`config.mk`:
```
export PLATFORM = sky130hd
export DESIGN_NAME = min_time_barrier_scheduler_unit
export DESIGN_NICKNAME = d
export VERILOG_FILES = /design/src/hdl/mtbs_pkg.sv /design/src/hdl/min_time_barrier_scheduler_unit.sv
export SDC_FILE = /design/constraint.sdc
export NUM_CORES = 2
export LEC_CHECK = 0
export BUFFER_PORTS_ARGS = -buffer_cell sky130_fd_sc_hd__buf_2
export CORE_UTILIZATION = 49
export DETAILED_ROUTE_END_ITERATION = 10
export HOLD_SLACK_MARGIN = 0.05
export MAX_ROUTING_LAYER = met4
export PLACE_DENSITY = 0.68
export RECOVER_POWER = 100
export SKIP_LAST_GASP = 1
export SLEW_MARGIN = 20
export SYNTH_ARGS = -nofsm -noshare
export SYNTH_HDL_FRONTEND = slang
export SYNTH_SLANG_ARGS = --single-unit
```
`constraint.sdc`:
```
create_clock -name clock -period 22.4 [get_ports clock]
set_clock_uncertainty 0.1 [all_clocks]
set_input_delay 4.48 -clock clock [delete_from_list [all_inputs] [get_ports clock]]
set_output_delay 4.48 -clock clock [all_outputs]
set_load 0.02 [all_outputs]
```
`src/hdl/mtbs_pkg.sv`:
```
// Package for the min-time barrier scheduler: field widths, op/cause/CSR codes,
// the table entry layout, the FSM state type and the time compare helper.
// No dependencies.
package mtbs_pkg;

   // Default client table depth
   localparam int CLIENTS_DEFAULT = 32;

   // Field widths
   localparam int ID_W   = 16;
   localparam int SEC_W  = 31;
   localparam int NSEC_W = 30;
   localparam int CNT_W  = 6;
   localparam int OP_W   = 2;
   localparam int CAUSE_W = 2;

   // Stream payload widths (rounded up to whole bytes)
   localparam int REQ_DATA_W = 80;
   localparam int RSP_DATA_W = 64;

   // Configuration port
   localparam int CSR_IDX_W  = 1;
   localparam int CSR_DATA_W = 6;
   localparam logic [CSR_IDX_W-1:0] CSR_MIN_CLIENTS = 1'd0;
   localparam logic [CSR_IDX_W-1:0] CSR_AUTOSTART   = 1'd1;

   // Request kinds (code 3 is ignored)
   localparam logic [OP_W-1:0] OP_NOTIFY = 2'd0;
   localparam logic [OP_W-1:0] OP_START  = 2'd1;
   localparam logic [OP_W-1:0] OP_PAUSE  = 2'd2;

   // Result causes
   localparam logic [CAUSE_W-1:0] CAUSE_ECHO    = 2'd0;
   localparam logic [CAUSE_W-1:0] CAUSE_ADVANCE = 2'd1;
   localparam logic [CAUSE_W-1:0] CAUSE_ZERO    = 2'd2;
   localparam logic [CAUSE_W-1:0] CAUSE_DROPPED = 2'd3;

   localparam logic [CNT_W-1:0] CNT_MAX = 6'd63;

   // One client table entry
   typedef struct packed {
      logic [ID_W-1:0]   id;
      logic [SEC_W-1:0]  sec;
      logic [NSEC_W-1:0] nsec;
   } entry_type;

   // Sequencer states, one-hot
   typedef enum logic [6:0] {
      ST_IDLE      = 7'b0000001,
      ST_SEARCH    = 7'b0000010,
      ST_APPLY     = 7'b0000100,
      ST_MIN       = 7'b0001000,
      ST_CMP       = 7'b0010000,
      ST_EMIT_PEND = 7'b0100000,
      ST_EMIT_UPD  = 7'b1000000
   } state_type;

   // a < b, seconds first, then raw nanoseconds
   function automatic logic time_less(
      input logic [SEC_W-1:0]  a_sec,
      input logic [NSEC_W-1:0] a_nsec,
      input logic [SEC_W-1:0]  b_sec,
      input logic [NSEC_W-1:0] b_nsec
   );
      time_less = (a_sec < b_sec) || ((a_sec == b_sec) && (a_nsec < b_nsec));
   endfunction

endpackage

```
`src/hdl/min_time_barrier_scheduler_unit.sv`:
```
// Min-time barrier scheduler top level: client table in a synchronous memory,
// sequenced id search and minimum scan, output register.
// Depends on mtbs_pkg.
//
// Usage:
//  req_* carries one beat per command: notify (client id and time limit),
//  start, or toggle pause; the kind rides in req_tuser. rsp_* returns 0 to 2
//  beats per command (time, cause in rsp_tuser, rsp_tlast on the final beat).
//  csr_* writes min_clients and autostart; write only while the block is idle.
//  Timing: commands are taken one at a time. A notify runs the accept, the id
//  search over the filled entries (one memory read per cycle, stops at a hit),
//  the table write, then the minimum scan and the compare when the time update
//  runs, then its result beats one after another, each held while rsp_tready
//  is low. Start and unpause run the minimum scan and the compare (an empty
//  table skips both), then the beat.
//  Reset: table empty (fill count cleared), time zero, not running, not
//  paused, control registers cleared. No clearing pass is needed.
//  Stall: a result beat waits in the output register while rsp_tready is low;
//  the sequencer holds at its emit state until the register frees.
module min_time_barrier_scheduler_unit #(
   parameter int CLIENTS = mtbs_pkg::CLIENTS_DEFAULT
) (
   input  logic                              clock,
   input  logic                              reset,
   // command channel
   input  logic                              req_tvalid,
   output logic                              req_tready,
   // tdata: client_id[15:0], limit_sec[46:16], limit_nanosec[76:47], zero pad
   input  logic [mtbs_pkg::REQ_DATA_W-1:0]   req_tdata,
   // tuser: op[1:0]
   input  logic [mtbs_pkg::OP_W-1:0]         req_tuser,
   // result channel
   output logic                              rsp_tvalid,
   input  logic                              rsp_tready,
   // tdata: time_sec[30:0], time_nanosec[60:31], zero pad
   output logic [mtbs_pkg::RSP_DATA_W-1:0]   rsp_tdata,
   // tuser: cause[1:0]
   output logic [mtbs_pkg::CAUSE_W-1:0]      rsp_tuser,
   output logic                              rsp_tlast,
   // configuration
   input  logic                              csr_we,
   input  logic [mtbs_pkg::CSR_IDX_W-1:0]    csr_index,
   input  logic [mtbs_pkg::CSR_DATA_W-1:0]   csr_wdata
);

   localparam int IDX_W  = (CLIENTS > 1) ? $clog2(CLIENTS) : 1;
   localparam int FILL_W = $clog2(CLIENTS + 1);
   localparam int SEC_W  = mtbs_pkg::SEC_W;
   localparam int NSEC_W = mtbs_pkg::NSEC_W;
   localparam int ID_W   = mtbs_pkg::ID_W;
   localparam int CNT_W  = mtbs_pkg::CNT_W;

   // ---------------- control registers
   mtbs_pkg::state_type       state_ff, state_in;
   logic [FILL_W-1:0]         fill_ff, fill_in;
   logic [CNT_W-1:0]          count_ff, count_in;
   logic                      running_ff, running_in;
   logic                      paused_ff, paused_in;
   logic [CNT_W-1:0]          min_clients_ff, min_clients_in;
   logic                      autostart_ff, autostart_in;
   logic                      issue_ff, issue_in;
   logic                      rd_valid_ff, rd_valid_in;
   logic                      rd_last_ff, rd_last_in;
   logic                      pend_ff, pend_in;
   logic                      upd_emit_ff, upd_emit_in;
   logic                      first_ff, first_in;
   logic                      hit_ff, hit_in;
   logic                      rsp_valid_ff, rsp_valid_in;

   // ---------------- payload registers
   logic [IDX_W-1:0]          idx_ff, idx_in;
   logic [IDX_W-1:0]          hit_idx_ff, hit_idx_in;
   mtbs_pkg::entry_type       cmd_ff, cmd_in;
   logic [SEC_W-1:0]          now_sec_ff, now_sec_in;
   logic [NSEC_W-1:0]         now_nsec_ff, now_nsec_in;
   logic [SEC_W-1:0]          min_sec_ff, min_sec_in;
   logic [NSEC_W-1:0]         min_nsec_ff, min_nsec_in;
   logic [SEC_W-1:0]          pend_sec_ff, pend_sec_in;
   logic [NSEC_W-1:0]         pend_nsec_ff, pend_nsec_in;
   logic [mtbs_pkg::CAUSE_W-1:0] pend_cause_ff, pend_cause_in;
   logic [mtbs_pkg::CAUSE_W-1:0] upd_cause_ff, upd_cause_in;
   logic [SEC_W-1:0]          out_sec_ff, out_sec_in;
   logic [NSEC_W-1:0]         out_nsec_ff, out_nsec_in;
   logic [mtbs_pkg::CAUSE_W-1:0] out_cause_ff, out_cause_in;
   logic                      out_last_ff, out_last_in;

   // ---------------- client table memory
   mtbs_pkg::entry_type       table_mem [CLIENTS];
   mtbs_pkg::entry_type       rd_data_ff;
   logic                      mem_we;
   logic [IDX_W-1:0]          mem_waddr;

   // ---------------- helpers
   logic                      req_fire;
   logic                      out_free;
   logic                      out_load;
   logic [IDX_W-1:0]          last_idx;
   logic                      id_match;
   logic                      rd_less;
   logic                      now_less;
   logic                      has_room;
   logic [CNT_W-1:0]          count_bump;
   logic                      allow_upd;

   assign req_tready = (state_ff == mtbs_pkg::ST_IDLE);
   assign req_fire   = req_tvalid && req_tready;
   assign out_free   = !rsp_valid_ff || rsp_tready;
   assign last_idx   = IDX_W'(fill_ff - FILL_W'(1));
   assign id_match   = (rd_data_ff.id == cmd_ff.id);
   assign rd_less    = mtbs_pkg::time_less(rd_data_ff.sec, rd_data_ff.nsec,
                                           min_sec_ff, min_nsec_ff);
   assign now_less   = mtbs_pkg::time_less(now_sec_ff, now_nsec_ff,
                                           min_sec_ff, min_nsec_ff);
   assign has_room   = (fill_ff < FILL_W'(CLIENTS));
   assign count_bump = (count_ff == mtbs_pkg::CNT_MAX) ? count_ff : count_ff + CNT_W'(1);

   // write port: known client gets its limit replaced, else next free slot
   assign mem_we    = (state_ff == mtbs_pkg::ST_APPLY) && (hit_ff || has_room);
   assign mem_waddr = hit_ff ? hit_idx_ff : fill_ff[IDX_W-1:0];

   always_ff @(posedge clock) begin
      if (mem_we) begin
         table_mem[mem_waddr] <= cmd_ff;
      end
      rd_data_ff <= table_mem[idx_ff];
   end

   // ---------------- sequencer
   always_comb begin
      state_in       = state_ff;
      fill_in        = fill_ff;
      count_in       = count_ff;
      running_in     = running_ff;
      paused_in      = paused_ff;
      min_clients_in = min_clients_ff;
      autostart_in   = autostart_ff;
      issue_in       = 1'b0;
      rd_valid_in    = 1'b0;
      rd_last_in     = rd_last_ff;
      pend_in        = pend_ff;
      upd_emit_in    = upd_emit_ff;
      first_in       = first_ff;
      hit_in         = hit_ff;
      idx_in         = idx_ff;
      hit_idx_in     = hit_idx_ff;
      cmd_in         = cmd_ff;
      now_sec_in     = now_sec_ff;
      now_nsec_in    = now_nsec_ff;
      min_sec_in     = min_sec_ff;
      min_nsec_in    = min_nsec_ff;
      pend_sec_in    = pend_sec_ff;
      pend_nsec_in   = pend_nsec_ff;
      pend_cause_in  = pend_cause_ff;
      upd_cause_in   = upd_cause_ff;
      out_sec_in     = out_sec_ff;
      out_nsec_in    = out_nsec_ff;
      out_cause_in   = out_cause_ff;
      out_last_in    = out_last_ff;
      out_load       = 1'b0;
      allow_upd      = 1'b0;
      rsp_valid_in   = rsp_valid_ff && !rsp_tready;

      // configuration writes
      if (csr_we) begin
         case (csr_index)
            mtbs_pkg::CSR_MIN_CLIENTS: min_clients_in = csr_wdata;
            mtbs_pkg::CSR_AUTOSTART:   autostart_in   = csr_wdata[0];
            default: ;
         endcase
      end

      // table read issue, shared by search and min scan
      if ((state_ff == mtbs_pkg::ST_SEARCH || state_ff == mtbs_pkg::ST_MIN) && issue_ff) begin
         rd_valid_in = 1'b1;
         rd_last_in  = (idx_ff == last_idx);
         if (idx_ff == last_idx) begin
            issue_in = 1'b0;
         end else begin
            issue_in = 1'b1;
            idx_in   = idx_ff + IDX_W'(1);
         end
      end

      case (state_ff)
         mtbs_pkg::ST_IDLE: begin
            if (req_fire) begin
               cmd_in.id   = req_tdata[15:0];
               cmd_in.sec  = req_tdata[46:16];
               cmd_in.nsec = req_tdata[76:47];
               pend_in     = 1'b0;
               upd_emit_in = 1'b0;
               hit_in      = 1'b0;
               idx_in      = '0;
               first_in    = 1'b1;
               case (req_tuser)
                  mtbs_pkg::OP_NOTIFY: begin
                     if (fill_ff == '0) begin
                        state_in = mtbs_pkg::ST_APPLY;
                     end else begin
                        state_in = mtbs_pkg::ST_SEARCH;
                        issue_in = 1'b1;
                     end
                  end
                  mtbs_pkg::OP_START: begin
                     running_in = 1'b1;
                     allow_upd  = 1'b1;
                  end
                  mtbs_pkg::OP_PAUSE: begin
                     paused_in = !paused_ff;
                     allow_upd = paused_ff;
                  end
                  default: ;
               endcase
               // time update on an empty table resets to zero
               if (allow_upd) begin
                  if (fill_ff == '0) begin
                     now_sec_in   = '0;
                     now_nsec_in  = '0;
                     upd_emit_in  = 1'b1;
                     upd_cause_in = mtbs_pkg::CAUSE_ZERO;
                     state_in     = mtbs_pkg::ST_EMIT_UPD;
                  end else begin
                     state_in = mtbs_pkg::ST_MIN;
                     issue_in = 1'b1;
                  end
               end
            end
         end

         // look up the client id, one entry per cycle
         mtbs_pkg::ST_SEARCH: begin
            if (rd_valid_ff && id_match) begin
               hit_in      = 1'b1;
               // the address stops advancing once the last entry is issued
               hit_idx_in  = rd_last_ff ? idx_ff : idx_ff - IDX_W'(1);
               issue_in    = 1'b0;
               rd_valid_in = 1'b0;
               idx_in      = idx_ff;
               state_in    = mtbs_pkg::ST_APPLY;
            end else if (rd_valid_ff && rd_last_ff) begin
               state_in = mtbs_pkg::ST_APPLY;
            end
         end

         // table write, registration and update gating
         mtbs_pkg::ST_APPLY: begin
            if (!hit_ff) begin
               pend_in      = 1'b1;
               pend_sec_in  = now_sec_ff;
               pend_nsec_in = now_nsec_ff;
               if (has_room) begin
                  pend_cause_in = mtbs_pkg::CAUSE_ECHO;
                  fill_in       = fill_ff + FILL_W'(1);
                  count_in      = count_bump;
               end else begin
                  pend_cause_in = mtbs_pkg::CAUSE_DROPPED;
               end
            end
            if (!paused_ff && running_ff) begin
               allow_upd = 1'b1;
            end else if (!paused_ff && autostart_ff && (count_in >= min_clients_ff)) begin
               running_in = 1'b1;
               allow_upd  = 1'b1;
            end
            idx_in   = '0;
            first_in = 1'b1;
            if (allow_upd) begin
               state_in = mtbs_pkg::ST_MIN;
               issue_in = 1'b1;
            end else if (pend_in) begin
               state_in = mtbs_pkg::ST_EMIT_PEND;
            end else begin
               state_in = mtbs_pkg::ST_IDLE;
            end
         end

         // minimum over the filled entries
         mtbs_pkg::ST_MIN: begin
            if (rd_valid_ff) begin
               first_in = 1'b0;
               if (first_ff || rd_less) begin
                  min_sec_in  = rd_data_ff.sec;
                  min_nsec_in = rd_data_ff.nsec;
               end
               if (rd_last_ff) begin
                  state_in = mtbs_pkg::ST_CMP;
               end
            end
         end

         // advance time if behind the minimum
         mtbs_pkg::ST_CMP: begin
            upd_emit_in = now_less;
            if (now_less) begin
               now_sec_in   = min_sec_ff;
               now_nsec_in  = min_nsec_ff;
               upd_cause_in = mtbs_pkg::CAUSE_ADVANCE;
            end
            if (pend_ff) begin
               state_in = mtbs_pkg::ST_EMIT_PEND;
            end else if (now_less) begin
               state_in = mtbs_pkg::ST_EMIT_UPD;
            end else begin
               state_in = mtbs_pkg::ST_IDLE;
            end
         end

         // echo or dropped beat
         mtbs_pkg::ST_EMIT_PEND: begin
            if (out_free) begin
               out_load     = 1'b1;
               out_sec_in   = pend_sec_ff;
               out_nsec_in  = pend_nsec_ff;
               out_cause_in = pend_cause_ff;
               out_last_in  = !upd_emit_ff;
               pend_in      = 1'b0;
               state_in     = upd_emit_ff ? mtbs_pkg::ST_EMIT_UPD : mtbs_pkg::ST_IDLE;
            end
         end

         // time update beat
         mtbs_pkg::ST_EMIT_UPD: begin
            if (out_free) begin
               out_load     = 1'b1;
               out_sec_in   = now_sec_ff;
               out_nsec_in  = now_nsec_ff;
               out_cause_in = upd_cause_ff;
               out_last_in  = 1'b1;
               upd_emit_in  = 1'b0;
               state_in     = mtbs_pkg::ST_IDLE;
            end
         end

         default: begin
            state_in = mtbs_pkg::ST_IDLE;
         end
      endcase

      if (out_load) begin
         rsp_valid_in = 1'b1;
      end
   end

   // control state
   always_ff @(posedge clock) begin
      if (reset) begin
         state_ff       <= mtbs_pkg::ST_IDLE;
         fill_ff        <= '0;
         count_ff       <= '0;
         running_ff     <= 1'b0;
         paused_ff      <= 1'b0;
         min_clients_ff <= '0;
         autostart_ff   <= 1'b0;
         issue_ff       <= 1'b0;
         rd_valid_ff    <= 1'b0;
         rd_last_ff     <= 1'b0;
         pend_ff        <= 1'b0;
         upd_emit_ff    <= 1'b0;
         first_ff       <= 1'b0;
         hit_ff         <= 1'b0;
         rsp_valid_ff   <= 1'b0;
         now_sec_ff     <= '0;
         now_nsec_ff    <= '0;
      end else begin
         state_ff       <= state_in;
         fill_ff        <= fill_in;
         count_ff       <= count_in;
         running_ff     <= running_in;
         paused_ff      <= paused_in;
         min_clients_ff <= min_clients_in;
         autostart_ff   <= autostart_in;
         issue_ff       <= issue_in;
         rd_valid_ff    <= rd_valid_in;
         rd_last_ff     <= rd_last_in;
         pend_ff        <= pend_in;
         upd_emit_ff    <= upd_emit_in;
         first_ff       <= first_in;
         hit_ff         <= hit_in;
         rsp_valid_ff   <= rsp_valid_in;
         now_sec_ff     <= now_sec_in;
         now_nsec_ff    <= now_nsec_in;
      end
   end

   // payload
   always_ff @(posedge clock) begin
      idx_ff        <= idx_in;
      hit_idx_ff    <= hit_idx_in;
      cmd_ff        <= cmd_in;
      min_sec_ff    <= min_sec_in;
      min_nsec_ff   <= min_nsec_in;
      pend_sec_ff   <= pend_sec_in;
      pend_nsec_ff  <= pend_nsec_in;
      pend_cause_ff <= pend_cause_in;
      upd_cause_ff  <= upd_cause_in;
      out_sec_ff    <= out_sec_in;
      out_nsec_ff   <= out_nsec_in;
      out_cause_ff  <= out_cause_in;
      out_last_ff   <= out_last_in;
   end

   assign rsp_tvalid = rsp_valid_ff;
   assign rsp_tdata  = {{(mtbs_pkg::RSP_DATA_W - SEC_W - NSEC_W){1'b0}}, out_nsec_ff, out_sec_ff};
   assign rsp_tuser  = out_cause_ff;
   assign rsp_tlast  = out_last_ff;

   // ---------------- assertions
   a_fill_bound: assert property (@(posedge clock) disable iff (reset)
      fill_ff <= FILL_W'(CLIENTS))
      else $error("fill count beyond table depth");

   a_count_tracks_fill: assert property (@(posedge clock) disable iff (reset)
      (fill_ff > FILL_W'(mtbs_pkg::CNT_MAX)) ? (count_ff == mtbs_pkg::CNT_MAX)
                                             : (FILL_W'(count_ff) == fill_ff))
      else $error("registration count out of step with table fill");

   a_out_no_overwrite: assert property (@(posedge clock) disable iff (reset)
      out_load |-> (!rsp_valid_ff || rsp_tready))
      else $error("result beat overwritten while stalled");

   a_rd_in_scan: assert property (@(posedge clock) disable iff (reset)
      rd_valid_ff |-> (state_ff == mtbs_pkg::ST_SEARCH || state_ff == mtbs_pkg::ST_MIN))
      else $error("table read data outside a scan");

   a_time_monotonic: assert property (@(posedge clock) disable iff (reset)
      ((now_sec_in != now_sec_ff) || (now_nsec_in != now_nsec_ff)) |->
      (((now_sec_in == '0) && (now_nsec_in == '0)) ||
       !mtbs_pkg::time_less(now_sec_in, now_nsec_in, now_sec_ff, now_nsec_ff)))
      else $error("global time moved backward");

endmodule

```
== After elaboration in Yosys (flattened, before gate mapping) ==
Memories as Yosys holds them, arrays and structs flattened. A register that Yosys moved wholly into a read port is not among the register bits.
Cells that the tools add are included.

* Flip-flop bits (word level): 374
* Bits in writable memories: 2464
* Memories kept: 1

{| class="wikitable"
|+ Memory list
! memory !! words !! bits a word !! read ports !! clocked after Yosys merged registers in !! wr ports !! line !! text
|-
| table_mem || 32 || 77 || 1 || 1 || 1 || min_time_barrier_scheduler_unit.sv:88 || <nowiki>mtbs_pkg::entry_type table_mem [CLIENTS];</nowiki>
|}

* Add/subtract/negate cells: 5
* $lt $le $gt $ge: 6
* Equal/unequal tests: 29
* Multiplexer cells: 99
* Bitwise gates (word level): 2
* Reductions and logical operators: 47

{| class="wikitable"
|+ Operator list
! operator !! count
|-
| 2-to-1 mux 31 bit || 6
|-
| 2-to-1 mux 30 bit || 6
|-
| one-hot mux 31 bit (2 select lines) || 2
|-
| one-hot mux 30 bit (2 select lines) || 2
|-
| 2-to-1 mux 7 bit || 13
|-
| == test 31 bit || 2
|-
| < comparator 31 bit || 2
|-
| < comparator 30 bit || 2
|-
| one-hot mux 7 bit (7 select lines) || 1
|-
| 2-to-1 mux 1 bit || 38
|-
| 2-to-1 mux 6 bit || 6
|-
| 2-to-1 mux 5 bit || 6
|-
| AND reduction 3 bit || 8
|-
| == test 16 bit || 1
|-
| one-hot mux 5 bit (3 select lines) || 1
|-
| 2-to-1 mux 2 bit || 7
|-
| != test 2 bit, second input constant || 7
|-
| adder 6 x 1 -> 6 bit, second input constant || 2
|-
| != test 2 x 1 -> 1 bit, second input constant || 6
|-
| one-hot mux 1 bit (3 select lines) || 4
|-
| logical AND 1 bit || 11
|-
| AND reduction 2 bit || 5
|-
| AND reduction 5 bit || 2
|-
| subtractor 5 x 1 -> 5 bit, second input constant || 2
|-
| other kinds (27) || 46
|}

== Longest topological paths before layout ==
* Word-level depth: 12
* Mapped depth: 14
* Mapped depth without buffers: 14

== Worst setup path after synthesis ==
No wires, ideal clock.

* Path kind: input -> register
* Start: input rsp_tready
* End: register out_nsec_ff[0] (enable)
* Setup time: 0.583 ns
* Data arrival time: 9.340 ns
* Path slack: 12.376 ns
* Stages: 2
* Buffers on the path: 0
* Cells stage by stage: nand2b_1 -> a21boi_0

* Word-level cells in the longest chain between the ends: 3
* Elaborated cells between the ends (all ways): 4
* Classes of those cells: eq/ne: 2; reduce/logical: 2

{| class="wikitable"
|+ Ends and longest elaborated chain
! item !! line !! text
|-
| start, declared || min_time_barrier_scheduler_unit.sv:34 || <nowiki>input logic rsp_tready,</nowiki>
|-
| logical OR 1 bit * || min_time_barrier_scheduler_unit.sv:107 || <nowiki>assign out_free = !rsp_valid_ff || rsp_tready;</nowiki>
|-
| != test 2 bit (no line) || - ||
|-
| AND reduction 3 bit (no line) * || - ||
|-
| end signal, assigned || min_time_barrier_scheduler_unit.sv:397 || <nowiki>out_nsec_ff <= out_nsec_in;</nowiki>
|-
| end, declared || min_time_barrier_scheduler_unit.sv:83 || <nowiki>logic [NSEC_W-1:0] out_nsec_ff, out_nsec_in;</nowiki>
|}

Every way passes the cells marked *; elsewhere a longest branch is shown, timed or not.
A chain may end at the register's enable or synchronous reset.

==> summary.txt <==
Run status
  – Outcome: complete, but fails checks
  – Failing checks: capacitance limit, slew limit

Worst setup path
  – Data required time of the worst path: 23.05 ns
  – Flop2flop setup slack: between 9 and 10 ns
  – Reg2reg end: rd_data_ff[11]
  – CP arrival: 13.88 ns
  – Start point of the critical path: idx_ff[0]
  – Critical Path Sink Type: flip-flop
  – Critical path type: reg2reg
  – Startpoint Class: flip-flop
  – Max FO, Critical Path: 48
  – Crit path to: rd_data_ff[11]
  – Critical R2R Launch: idx_ff[0]
  – R2R cell count: 7

Placed design
  – DP HPWL: 131 mm
  – PortBufs: ~160
  – Pre-CTS setup slack: 15.09 ns
  – Post-DP Area: between 0.1 and 0.15 sq mm
  – GP Congestion: a little under 0.8

Floorplan
  – Die X: 479 um
  – I/O pin count: around 160
  – DIE HEIGHT: between 400 and 500 um
  – Site row count: roughly 170
  – Core area: 0.226 sq mm
  – Starting Density: 0.495
  – DIE AREA: 0.230 sq mm

Synth
  – Post-Syn Area: about 0.11 sq mm
  – Yosys reg bits: approximately 2900
  – Syn. warnings: 0
  – FFs w/ async S/R, synth: 0
  – Number of synthesized flops with an enable pin: ~2700
  – Syn Area/Cell: 22.6 sq um
  – Register area share after synthesis: 0.768
  – Netlist cell types: 70
  – Post-synthesis cell count: between 4000 and 5000
  – Main flop type after synthesis: edfxtp_1

Timing
  – Worst rel slew slack: -4.64
  – Post-layout min period: around 13 ns
  – Final worst path period share: 0.591
  – Final setup margin: 9.17 ns
  – Final slew viol count: 3631
  – Measured slew at the worst slew-check pin: roughly 8.5 ns
  – RSZ-0062 raised after global routing: false
  – FMAX: approximately 0.076 GHz
  – Final hold vios: 0
  – Setup violators final: 0
  – Setup TNS: 0 ns

CTS
  – Htree depth: 5
  – Clock buffer depth: 4
  – Post-CTS Resized: 0
  – Post-CTS Setup Bufs: 0
  – CTS buffer count: 304
  – CTS tree: yes
  – Clk root buf: clkbuf_16
  – # hold bufs at CTS: 0
  – Clock Latency Late Sink: approximately 0.96 ns
  – CTS sink count: 2914
  – Worst-path clk slew: ~0.060 ns

Global route
  – GRT Util Overall: 0.238
  – Largest net degree at the start of global routing: approximately 160
  – Initial antenna violation count: 15
  – Vias in the first global route: ~53000
  – Total gr overflow: 0
  – First-pass GRT wire length: approximately 380 mm

Power
  – Clock network fraction of design power: 0.421
  – Max IR drop VDD: 0.0942 mV
  – Logic gate share of total power: 0.018
  – Seq pwr share: 0.562
  – Pleak: ~39 nW
  – Pwr/cell area: around 92 mW/mm^2
  – P_int: around 9.1 mW
  – Switch share: 0.205
  – Sw power: 2.36 mW

Drt
  – Initial drt markers: approximately 6200
  – Initial DRT Pass Iterations: 8
  – Avg WL per Cell: about 31 um
  – Vias: between 50000 and 60000
  – Post-route DRC: 0
  – Via density: 6.14
  – Post-Route WL: 264 mm
  – Antenna Nets Post-Route: 0

Finish
  – Layout fillers: around 16000
  – Multi-input gate area: ~0.025 sq mm
  – Sequential Area: ~0.086 sq mm
  – Area Overhead vs Synth: 12.2%
  – Final net count: roughly 5500
  – Layout cells sized above 1: 0.246
  – Finished layout cell area: ~0.13 sq mm

Min path
  – Hold crit path type: reg2reg

Flow run
  – Max Cap Violations: 103
## placed cells by master (no fill, tap or decap), types with 35 or more instances in the layout
cell	instances
mux2i_1	66
clkbuf_1	282
nor2_1	92
edfxtp_1	2740
nand2_1	114
nand2b_1	70
inv_1	86
ha_1	134
mux4_2	770
o21ai_0	37
buf_2	38
mux2_2	104
clkinv_2	42
clkinv_1	50
mux2_1	35
a21oi_1	52
clkbuf_16	313
dfxtp_1	174
## synthesized netlist by cell type (6+ instances only)
cell | count | area, sq um
buf_1 | 48 | 180
edfxtp_1 | 2740 | 82300
nor3_1 | 16 | 80.1
nor4_1 | 7 | 43.8
clkbuf_1 | 158 | 593
o21ai_0 | 36 | 180
dfxtp_1 | 174 | 3480
a21o_1 | 14 | 105
a21oi_1 | 52 | 260
mux2_2 | 139 | 1570
nand2_1 | 115 | 432
o211ai_1 | 7 | 52.6
mux4_2 | 770 | 17300
buf_6 | 6 | 67.6
mux2i_1 | 66 | 661
xnor2_1 | 25 | 219
nand3_1 | 22 | 110
nor2_1 | 103 | 387
nor2b_1 | 7 | 43.8
nand4_1 | 22 | 138
ha_1 | 134 | 1680
and3_1 | 6 | 37.5
a31oi_1 | 8 | 50.1
inv_1 | 86 | 323
nand4b_1 | 6 | 52.6
a211oi_1 | 9 | 67.6
buf_2 | 9 | 45.0
nand2b_1 | 70 | 438
xor2_1 | 19 | 166
## kinds of logic (layout without fill, tap and decap cells)
| logic type | Yosys count | in the layout | share of synthesized area |
|---|---|---|---|
| AO/OA/AOI/OAI | 164 | 164 | 0.00935 |
| XOR/XNOR | 44 | 44 | 0.00345 |
| adder cells (fa/ha/maj) | 134 | 134 | 0.0150 |
| buffers and inverters | 314 | 884 | 0.0113 |
| flip-flops | 2914 | 2914 | 0.768 |
| multiplexers | 975 | 975 | 0.175 |
| other | 1 | 13 | 0.0000336 |
| AND/OR/NAND/NOR | 404 | 404 | 0.0180 |
## how the worst min path moves through the flow
stage | from | cells past startpoint | slack, ns | endpoint
after floorplan | rd_data_ff[0] | 0 | 0.30 | min_nsec_ff[0]
after global placement | rd_data_ff[51] | 0 | 0.32 | min_sec_ff[21]
after detailed placement | rd_data_ff[0] | 0 | 0.32 | min_nsec_ff[0]
after CTS | rd_data_ff[34] | 0 | 0.31 | min_sec_ff[4]
after global routing | rd_data_ff[34] | 0 | 0.32 | min_sec_ff[4]
final | rd_data_ff[34] | 0 | 0.32 | min_sec_ff[4]
## routing by layer
metal,track usage,vias up,wire length (um)
met5,-,-,0
met4,0.0564,0,5430
met3,0.0659,375,27300
met2,0.363,2521,125000
met1,0.320,28000,106000
li1,-,21400,-
## final cells by class
| class | instances | area share |
|---|---|---|
| Inverter | 88 | 0.00265 |
| Clock inverter | 125 | 0.00865 |
| Timing Repair Buffer | 263 | 0.00959 |
| Tap cell | 2992 | 0.0299 |
| Multi-Input combinational cell | 1724 | 0.198 |
| Clock buffer | 408 | 0.0669 |
| Antenna cell | 10 | 0.000200 |
| Sequential cell | 2914 | 0.684 |
## critical path, cell delays in order, from the launching register on
cell and delay [ns]:
edfxtp_1 0.32, clkbuf_1 2.31, clkbuf_1 2.61, clkbuf_1 2.73, clkbuf_1 3.06, mux4_2 0.78, mux4_2 0.50, mux2_1 0.45
## state kept, by name (all words and copies together) (netlist names), 31 cells and up
signal / flops
cmd_ff: 77
min_sec_ff: 31
now_sec_ff: 31
out_sec_ff: 31
pend_sec_ff: 31
rd_data_ff: 77
table_mem: 2464
## power by group through the flow
stage,Sequential (mW),Clock (mW),Combinational (mW)
after floorplan,6.47,0,0.109
after global placement,6.53,0,0.209
after detailed placement,6.55,0,0.213
after CTS,6.44,4.90,0.214
after global routing,6.47,5.10,0.220
final,6.44,4.82,0.202
## metrics by stage
step / std cells / power (mW) / utilization / hold slack, ns
after CTS: 8513 / 11.5 / 0.558 / 0.314
final: 8524 / 11.5 / 0.555 / 0.325
after detailed placement: 7980 / 6.76 / 0.516 / 0.318
after global placement: 7980 / 6.73 / 0.516 / 0.318
after global routing: 8522 / 11.8 / 0.555 / 0.320
after floorplan: 4952 / 6.58 / - / 0.300
(Power assumes the default switching activity.)
